### src/rtl/core/ntt_2x2_butterfly_mod_q_assert.svh
// ----------------------------------------------------------------------------
// Assertion macros for the 2x2 NTT butterfly block.
// Both macros expect signals named clk and rst in the module that uses them.
// ----------------------------------------------------------------------------
`ifndef NTT_2X2_BUTTERFLY_MOD_Q_ASSERT_SVH
`define NTT_2X2_BUTTERFLY_MOD_Q_ASSERT_SVH

// Consequent must hold in the same cycle as the antecedent.
`define NTT2_ASSERT_SAME(label, ante, cons, msg) \
  label: assert property (@(posedge clk) disable iff (rst) (ante) |-> (cons)) \
    else $error(msg);

// Consequent must hold in the cycle after the antecedent.
`define NTT2_ASSERT_NEXT(label, ante, cons, msg) \
  label: assert property (@(posedge clk) disable iff (rst) (ante) |=> (cons)) \
    else $error(msg);

`endif

### src/rtl/core/ntt2_pkg.sv
`timescale 1ns / 1ps
// ----------------------------------------------------------------------------
// ntt2_pkg
// Constants, types and modular arithmetic helpers for the 2x2 NTT butterfly.
// The modulus is q = 2^23 - 2^13 + 1, which lets products be folded with
// shifts and adds instead of a general reduction.
// ----------------------------------------------------------------------------
package ntt2_pkg;

  localparam int unsigned COEFF_W     = 23;
  localparam int unsigned PROD_W      = 2 * COEFF_W;
  localparam int unsigned DATA_W      = 32;
  localparam int unsigned ADDR_W      = 3;
  localparam int unsigned BFLY_STAGES = 6;
  localparam int unsigned NUM_STAGES  = 1 + 2 * BFLY_STAGES;

  localparam logic [COEFF_W-1:0] MODULUS = 23'd8380417;
  localparam logic [COEFF_W-1:0] HALF_UP = 23'd4190209;

  // Configuration register word index (paddr[2]).
  localparam logic REG_MODE = 1'b0;

  localparam logic [1:0] MODE_FWD  = 2'd0;
  localparam logic [1:0] MODE_INV  = 2'd1;
  localparam logic [1:0] MODE_MUL  = 2'd2;
  localparam logic [1:0] MODE_PASS = 2'd3;

  typedef enum logic [1:0] {
    OP_FWD,
    OP_INV,
    OP_PASS
  } op_t;

  typedef struct packed {
    op_t                    op;
    logic [BFLY_STAGES-1:0] en;
  } bfly_ctrl_t;

  // Single conditional subtract; any 23-bit value is below 2q.
  function automatic logic [COEFF_W-1:0] red_in(input logic [COEFF_W-1:0] v);
    return (v >= MODULUS) ? (v - MODULUS) : v;
  endfunction

  function automatic logic [COEFF_W-1:0] add_mod(input logic [COEFF_W-1:0] x,
                                                 input logic [COEFF_W-1:0] y);
    logic [COEFF_W:0] s;
    s = {1'b0, x} + {1'b0, y};
    return (s >= {1'b0, MODULUS}) ? COEFF_W'(s - {1'b0, MODULUS}) : s[COEFF_W-1:0];
  endfunction

  function automatic logic [COEFF_W-1:0] sub_mod(input logic [COEFF_W-1:0] x,
                                                 input logic [COEFF_W-1:0] y);
    logic [COEFF_W:0] s;
    s = {1'b0, x} + {1'b0, MODULUS} - {1'b0, y};
    return (x >= y) ? (x - y) : s[COEFF_W-1:0];
  endfunction

  // Multiplication by the inverse of two.
  function automatic logic [COEFF_W-1:0] halve(input logic [COEFF_W-1:0] v);
    logic [COEFF_W-1:0] h;
    h = {1'b0, v[COEFF_W-1:1]};
    return v[0] ? (h + HALF_UP) : h;
  endfunction

  // 2^23 is congruent to 2^13 - 1, so each fold replaces the high part hi
  // by hi * 2^13 - hi.
  function automatic logic [36:0] fold_hi(input logic [PROD_W-1:0] p);
    return {14'b0, p[22:0]} + {1'b0, p[45:23], 13'b0} - {14'b0, p[45:23]};
  endfunction

  function automatic logic [27:0] fold_mid(input logic [36:0] v);
    return {5'b0, v[22:0]} + {1'b0, v[36:23], 13'b0} - {14'b0, v[36:23]};
  endfunction

  function automatic logic [COEFF_W-1:0] fold_lo(input logic [27:0] w);
    logic [COEFF_W:0] u;
    u = {1'b0, w[22:0]} + {6'b0, w[27:23], 13'b0} - {19'b0, w[27:23]};
    return (u >= {1'b0, MODULUS}) ? COEFF_W'(u - {1'b0, MODULUS}) : u[COEFF_W-1:0];
  endfunction

endpackage

### src/rtl/core/ntt2_bfly.sv
`timescale 1ns / 1ps
// ----------------------------------------------------------------------------
// ntt2_bfly
// Six-stage pipelined radix-2 butterfly with a built-in multiply mod q.
// Stages: pre-add, multiply, three reduction folds, post-add.
// ----------------------------------------------------------------------------
module ntt2_bfly
  import ntt2_pkg::*;
(
  input  logic               clk,
  input  bfly_ctrl_t         ctrl,
  input  logic [COEFF_W-1:0] x,
  input  logic [COEFF_W-1:0] y,
  input  logic [COEFF_W-1:0] t,
  output logic [COEFF_W-1:0] x_res,
  output logic [COEFF_W-1:0] y_res
);

  logic [COEFF_W-1:0] x_pre, m_pre, t_pre;
  logic [COEFF_W-1:0] x_mul, x_f1, x_f2, x_f3;
  logic [PROD_W-1:0]  prod;
  logic [36:0]        f1;
  logic [27:0]        f2;
  logic [COEFF_W-1:0] pm;
  logic [PROD_W-1:0]  prod_c;

  assign prod_c = {{COEFF_W{1'b0}}, t_pre} * {{COEFF_W{1'b0}}, m_pre};

  always_ff @(posedge clk) begin
    // In inverse mode the sum is halved here and the difference is what
    // gets multiplied by the twiddle.
    if (ctrl.en[0]) begin
      t_pre <= t;
      if (ctrl.op == OP_INV) begin
        x_pre <= halve(add_mod(x, y));
        m_pre <= sub_mod(x, y);
      end else begin
        x_pre <= x;
        m_pre <= y;
      end
    end
    if (ctrl.en[1]) begin
      prod  <= prod_c;
      x_mul <= x_pre;
    end
    if (ctrl.en[2]) begin
      f1   <= fold_hi(prod);
      x_f1 <= x_mul;
    end
    if (ctrl.en[3]) begin
      f2   <= fold_mid(f1);
      x_f2 <= x_f1;
    end
    if (ctrl.en[4]) begin
      pm   <= fold_lo(f2);
      x_f3 <= x_f2;
    end
    if (ctrl.en[5]) begin
      case (ctrl.op)
        OP_FWD: begin
          x_res <= add_mod(x_f3, pm);
          y_res <= sub_mod(x_f3, pm);
        end
        OP_INV: begin
          x_res <= x_f3;
          y_res <= halve(pm);
        end
        default: begin
          x_res <= x_f3;
          y_res <= pm;
        end
      endcase
    end
  end

endmodule

### config.mk
export PLATFORM = sky130hd
export DESIGN_NAME = ntt2_bfly
export DESIGN_NICKNAME = d
export VERILOG_FILES = /design/src/rtl/core/ntt_2x2_butterfly_mod_q_assert.svh /design/src/rtl/core/ntt2_pkg.sv /design/src/rtl/core/ntt2_bfly.sv
export SDC_FILE = /design/constraint.sdc
export NUM_CORES = 2
export LEC_CHECK = 0
export ABC_AREA = 1
export BUFFER_PORTS_ARGS = -buffer_cell sky130_fd_sc_hd__buf_2
export CORE_MARGIN = 8
export CORE_UTILIZATION = 50
export DETAILED_ROUTE_END_ITERATION = 10
export PLACE_DENSITY = 0.78
export SLEW_MARGIN = 20
export SYNTH_ARGS = -nofsm -noshare
export SYNTH_HDL_FRONTEND = slang
export SYNTH_SLANG_ARGS = --single-unit
### constraint.sdc
create_clock -name clk -period 8.3 [get_ports clk]
set_input_delay 0 -clock clk [delete_from_list [all_inputs] [get_ports clk]]
set_output_delay 0 -clock clk [all_outputs]
set_load 0.005 [all_outputs]
==> flow_metrics.env <==
export IMPL_num_vias=38400
export IMPL_worstReg2RegStart="t_pre[5]"
export IMPL_maxSlewHeadroom_pct=24.6
export IMPL_synthCells=5766
export IMPL_fin_util_pct=54.3
export IMPL_dr_pass1_iters=9
export IMPL_setup_tns_ns=0
export IMPL_first_iter_violations=3361
export IMPL_critPathSlowestCell="edfxtp_1"
export IMPL_clk_latency_ns=0.61
export IMPL_cp_depth=24
export IMPL_gp_congestion=0.993
export IMPL_worstPathRequired_ns=8.64
export IMPL_post_drt_wl_per_cell_um=18.2
export IMPL_cp_num_buf_inv=5
export IMPL_grt_pass1_vias=38900
export IMPL_seq_area_frac_synth_pct=22.4
export IMPL_dp_hpwl_um=105000
export IMPL_coreArea_mm2=0.0912
export IMPL_setup_viol=0
export IMPL_cp_cell_sequence="nand2_1 > fa_1 > inv_1 > fa_1 > fa_1 > ha_1 > inv_1 > fa_1 > inv_1 > fa_1 > inv_1 > fa_1 > inv_1 > ha_1 > nand2_1 > o21ai_0 > a21oi_1 > o21ai_0 > a21boi_0 > o21ai_0 > a21oi_1 > o21ai_0 > a21oi_1 > xnor2_1"
export IMPL_initial_core_util_pct=50.2
export IMPL_worst_r2r_cell_count=24
export IMPL_hold_ws_ns=0.0472
export IMPL_track_usage_pct=25.0
export IMPL_seq_area_mm2=0.0102
export IMPL_synth_warning_count=0
export IMPL_final_common_cell="nand2_1"
export IMPL_post_route_period_util_pct=91.0
export IMPL_syn_nets=6788
export IMPL_hold_class="primary input to flip-flop"
export IMPL_dieArea_mm2=0.102
export IMPL_final_cell_mix="nand2_1 (1343), inv_1 (1322), fa_1 (480)"
export IMPL_synth_edf_count=341
export IMPL_max_clock_path_buffers=3
export IMPL_worst_path_most_repeated_cell="fa_1"
export IMPL_die_x_um=319
export IMPL_crit_path_end_kind="flip-flop"
export IMPL_status="finished clean"
export IMPL_cp_start_kind="flip-flop"
export IMPL_synthDistinctLibCells=57
export IMPL_antenna_found_initial=1
export IMPL_drv_slew=0
export IMPL_cap_violations=0
export IMPL_final_area_mm2=0.0496
export IMPL_grt_max_degree=70
export IMPL_ys_async_sr_fraction_pct=0
export IMPL_synth_area_per_cell_um2=7.94
export IMPL_grt_overflow_total=0
export IMPL_viasPerCell=5.41
export IMPL_rrSetupSlack_ns=0.74
export IMPL_htreeDepth=2
export IMPL_clock_sinks=341
export IMPL_rsz0062_at_grt="false"
export IMPL_timing_critical_path_from="t_pre[5]"
export IMPL_cts_setup_buffers=0
export IMPL_slowest_delay_ns=1.03
export IMPL_skew_ns=0.0423
export IMPL_cts_root_buf="clkbuf_16"
export IMPL_hold_viol_final=0
export IMPL_post_dp_cell_area_mm2=0.0475
export IMPL_max_freq_mhz=132
export IMPL_num_rows=111
export IMPL_rr_endpoint="prod[33]"
export IMPL_worstPathMaxFanout=23
export IMPL_ys_seq_elements=341
export IMPL_postRouteAntennaNets=0
export IMPL_tightestPinTransition_ns=1.13
export IMPL_crit_end="prod[33]"
export IMPL_critical_path_top_delay_family="adder cells"
export IMPL_io_pins=124
export IMPL_multiInputGateArea_mm2=0.0298
export IMPL_ctsResizeCount=0
export IMPL_critPathArrivalTime_ns=7.90
export IMPL_numCtsBuffers=43
export IMPL_syn_cell_area_mm2=0.0458
export IMPL_drc=0
export IMPL_clkTransAtPathRegs_ns=0.06
export IMPL_cts_tree="built"
export IMPL_nets=6890
export IMPL_min_period_ns=7.56
export IMPL_fillers=8241
export IMPL_grt_pass1_wl_um=205000
export IMPL_postRouteWirelength_um=129000
export IMPL_area_growth_pct=8.20
export IMPL_io_buffer_count=123
export IMPL_drive_gt1_share_pct=5.44
export IMPL_ys_flop_type="edfxtp_1"
export IMPL_chipHeight_um=319
export IMPL_crit_type="flip-flop to flip-flop"
-- worst min-delay path: stages --
cell	delay (ns)
buf_2	0.18
inv_1	0.14
o21ai_0	0.18
-- layer usage --
metal	wire (um)	GRT usage [%]	vias to the layer above
met2	60600	42.1	1687
met5	0	0	-
li1	-	-	18100
met1	51000	31.2	18300
met3	10600	4.19	340
met4	6770	12.1	0
-- worst min-delay path by stage --
stage	startpoint	end	slack, ns	depth (start not counted)
final	x[10]	x_pre[10]	0.05	3
after global routing	x[10]	x_pre[10]	0.04	3
after CTS	x[10]	x_pre[10]	0.002	3
after detailed placement	t[3]	t_pre[3]	0.18	1
after global placement	t[22]	t_pre[22]	0.18	1
after floorplan	t[0]	t_pre[0]	0.1	0
-- cell usage after synthesis (all sizes together), types with 2 or more instances --
library cell / n / share of area, %
a211oi: 5 / 0.082
a21boi: 14 / 0.23
a21o: 15 / 0.25
a21oi: 314 / 3.5
a221oi: 2 / 0.038
a22oi: 3 / 0.049
a31oi: 21 / 0.29
a41oi: 2 / 0.038
and3: 3 / 0.041
buf: 31 / 0.45
clkbuf: 130 / 1.1
clkinv: 7 / 0.057
edfxtp: 341 / 22
fa: 480 / 21
ha: 464 / 13
inv: 1341 / 11
nand2: 1370 / 11
nand3: 242 / 2.7
nand3b: 11 / 0.18
nand4: 42 / 0.59
nor2: 301 / 2.6
nor3: 41 / 0.47
nor4: 9 / 0.12
o2111ai: 2 / 0.038
o211ai: 20 / 0.34
o21a: 15 / 0.25
o21ai: 246 / 2.7
o21bai: 18 / 0.30
o221ai: 15 / 0.29
o31ai: 4 / 0.066
or2: 8 / 0.11
xnor2: 70 / 1.3
xor2: 174 / 3.3
-- timing repair --
item	4_1_cts	5_1_grt
endpoints found under the hold margin	62	51
hold buffers	57	1
setup endpoints to repair	0	0
-- through the flow --
stage | setup WS (ns) | cells
final | 0.743 | 7088
after global routing | 0.334 | 7088
after CTS | 0.833 | 7085
after detailed placement | 0.847 | 6950
after global placement | 0.978 | 6950
after floorplan | 1.82 | 5766
-- final cells by class --
| type | instances | share of cell area, % |
|---|---|---|
| Clock buffer | 47 | 2.20 |
| Multi-Input combinational cell | 3916 | 60.2 |
| Timing Repair Buffer | 218 | 3.00 |
| Clock inverter | 31 | 0.755 |
| Inverter | 1348 | 10.2 |
| Tap cell | 1186 | 2.99 |
| Antenna cell | 1 | 0.00505 |
| Sequential cell | 341 | 20.7 |
-- flip-flops by register name, indices dropped and copies added, names as in the netlist --
| register | cells |
|---|---|
| x_mul | 23 |
| x_f2 | 23 |
| pm | 23 |
| y_res | 23 |
| m_pre | 23 |
| x_res | 23 |
| prod | 46 |
| t_pre | 23 |
| x_pre | 23 |
| x_f1 | 23 |
| x_f3 | 23 |
| f1 | 37 |
| f2 | 28 |
-- cell families (layout without fill, tap and decap cells) --
| kind of cell | count (synthesis) | in the layout | synth area share (%) |
|---|---|---|---|
| fa+ha+maj | 944 | 944 | 33.7 |
| flops | 341 | 341 | 22.4 |
| simple gates | 2029 | 2029 | 18.3 |
| other cells | 0 | 1 | 0 |
| compound gates | 699 | 699 | 8.47 |
| xor+xnor | 244 | 244 | 4.68 |
| buf+inv | 1509 | 1644 | 12.6 |
Power is left out: the tool's default activity adds up to more than one toggle a clock period on the data nets, which glitch-free logic cannot reach.
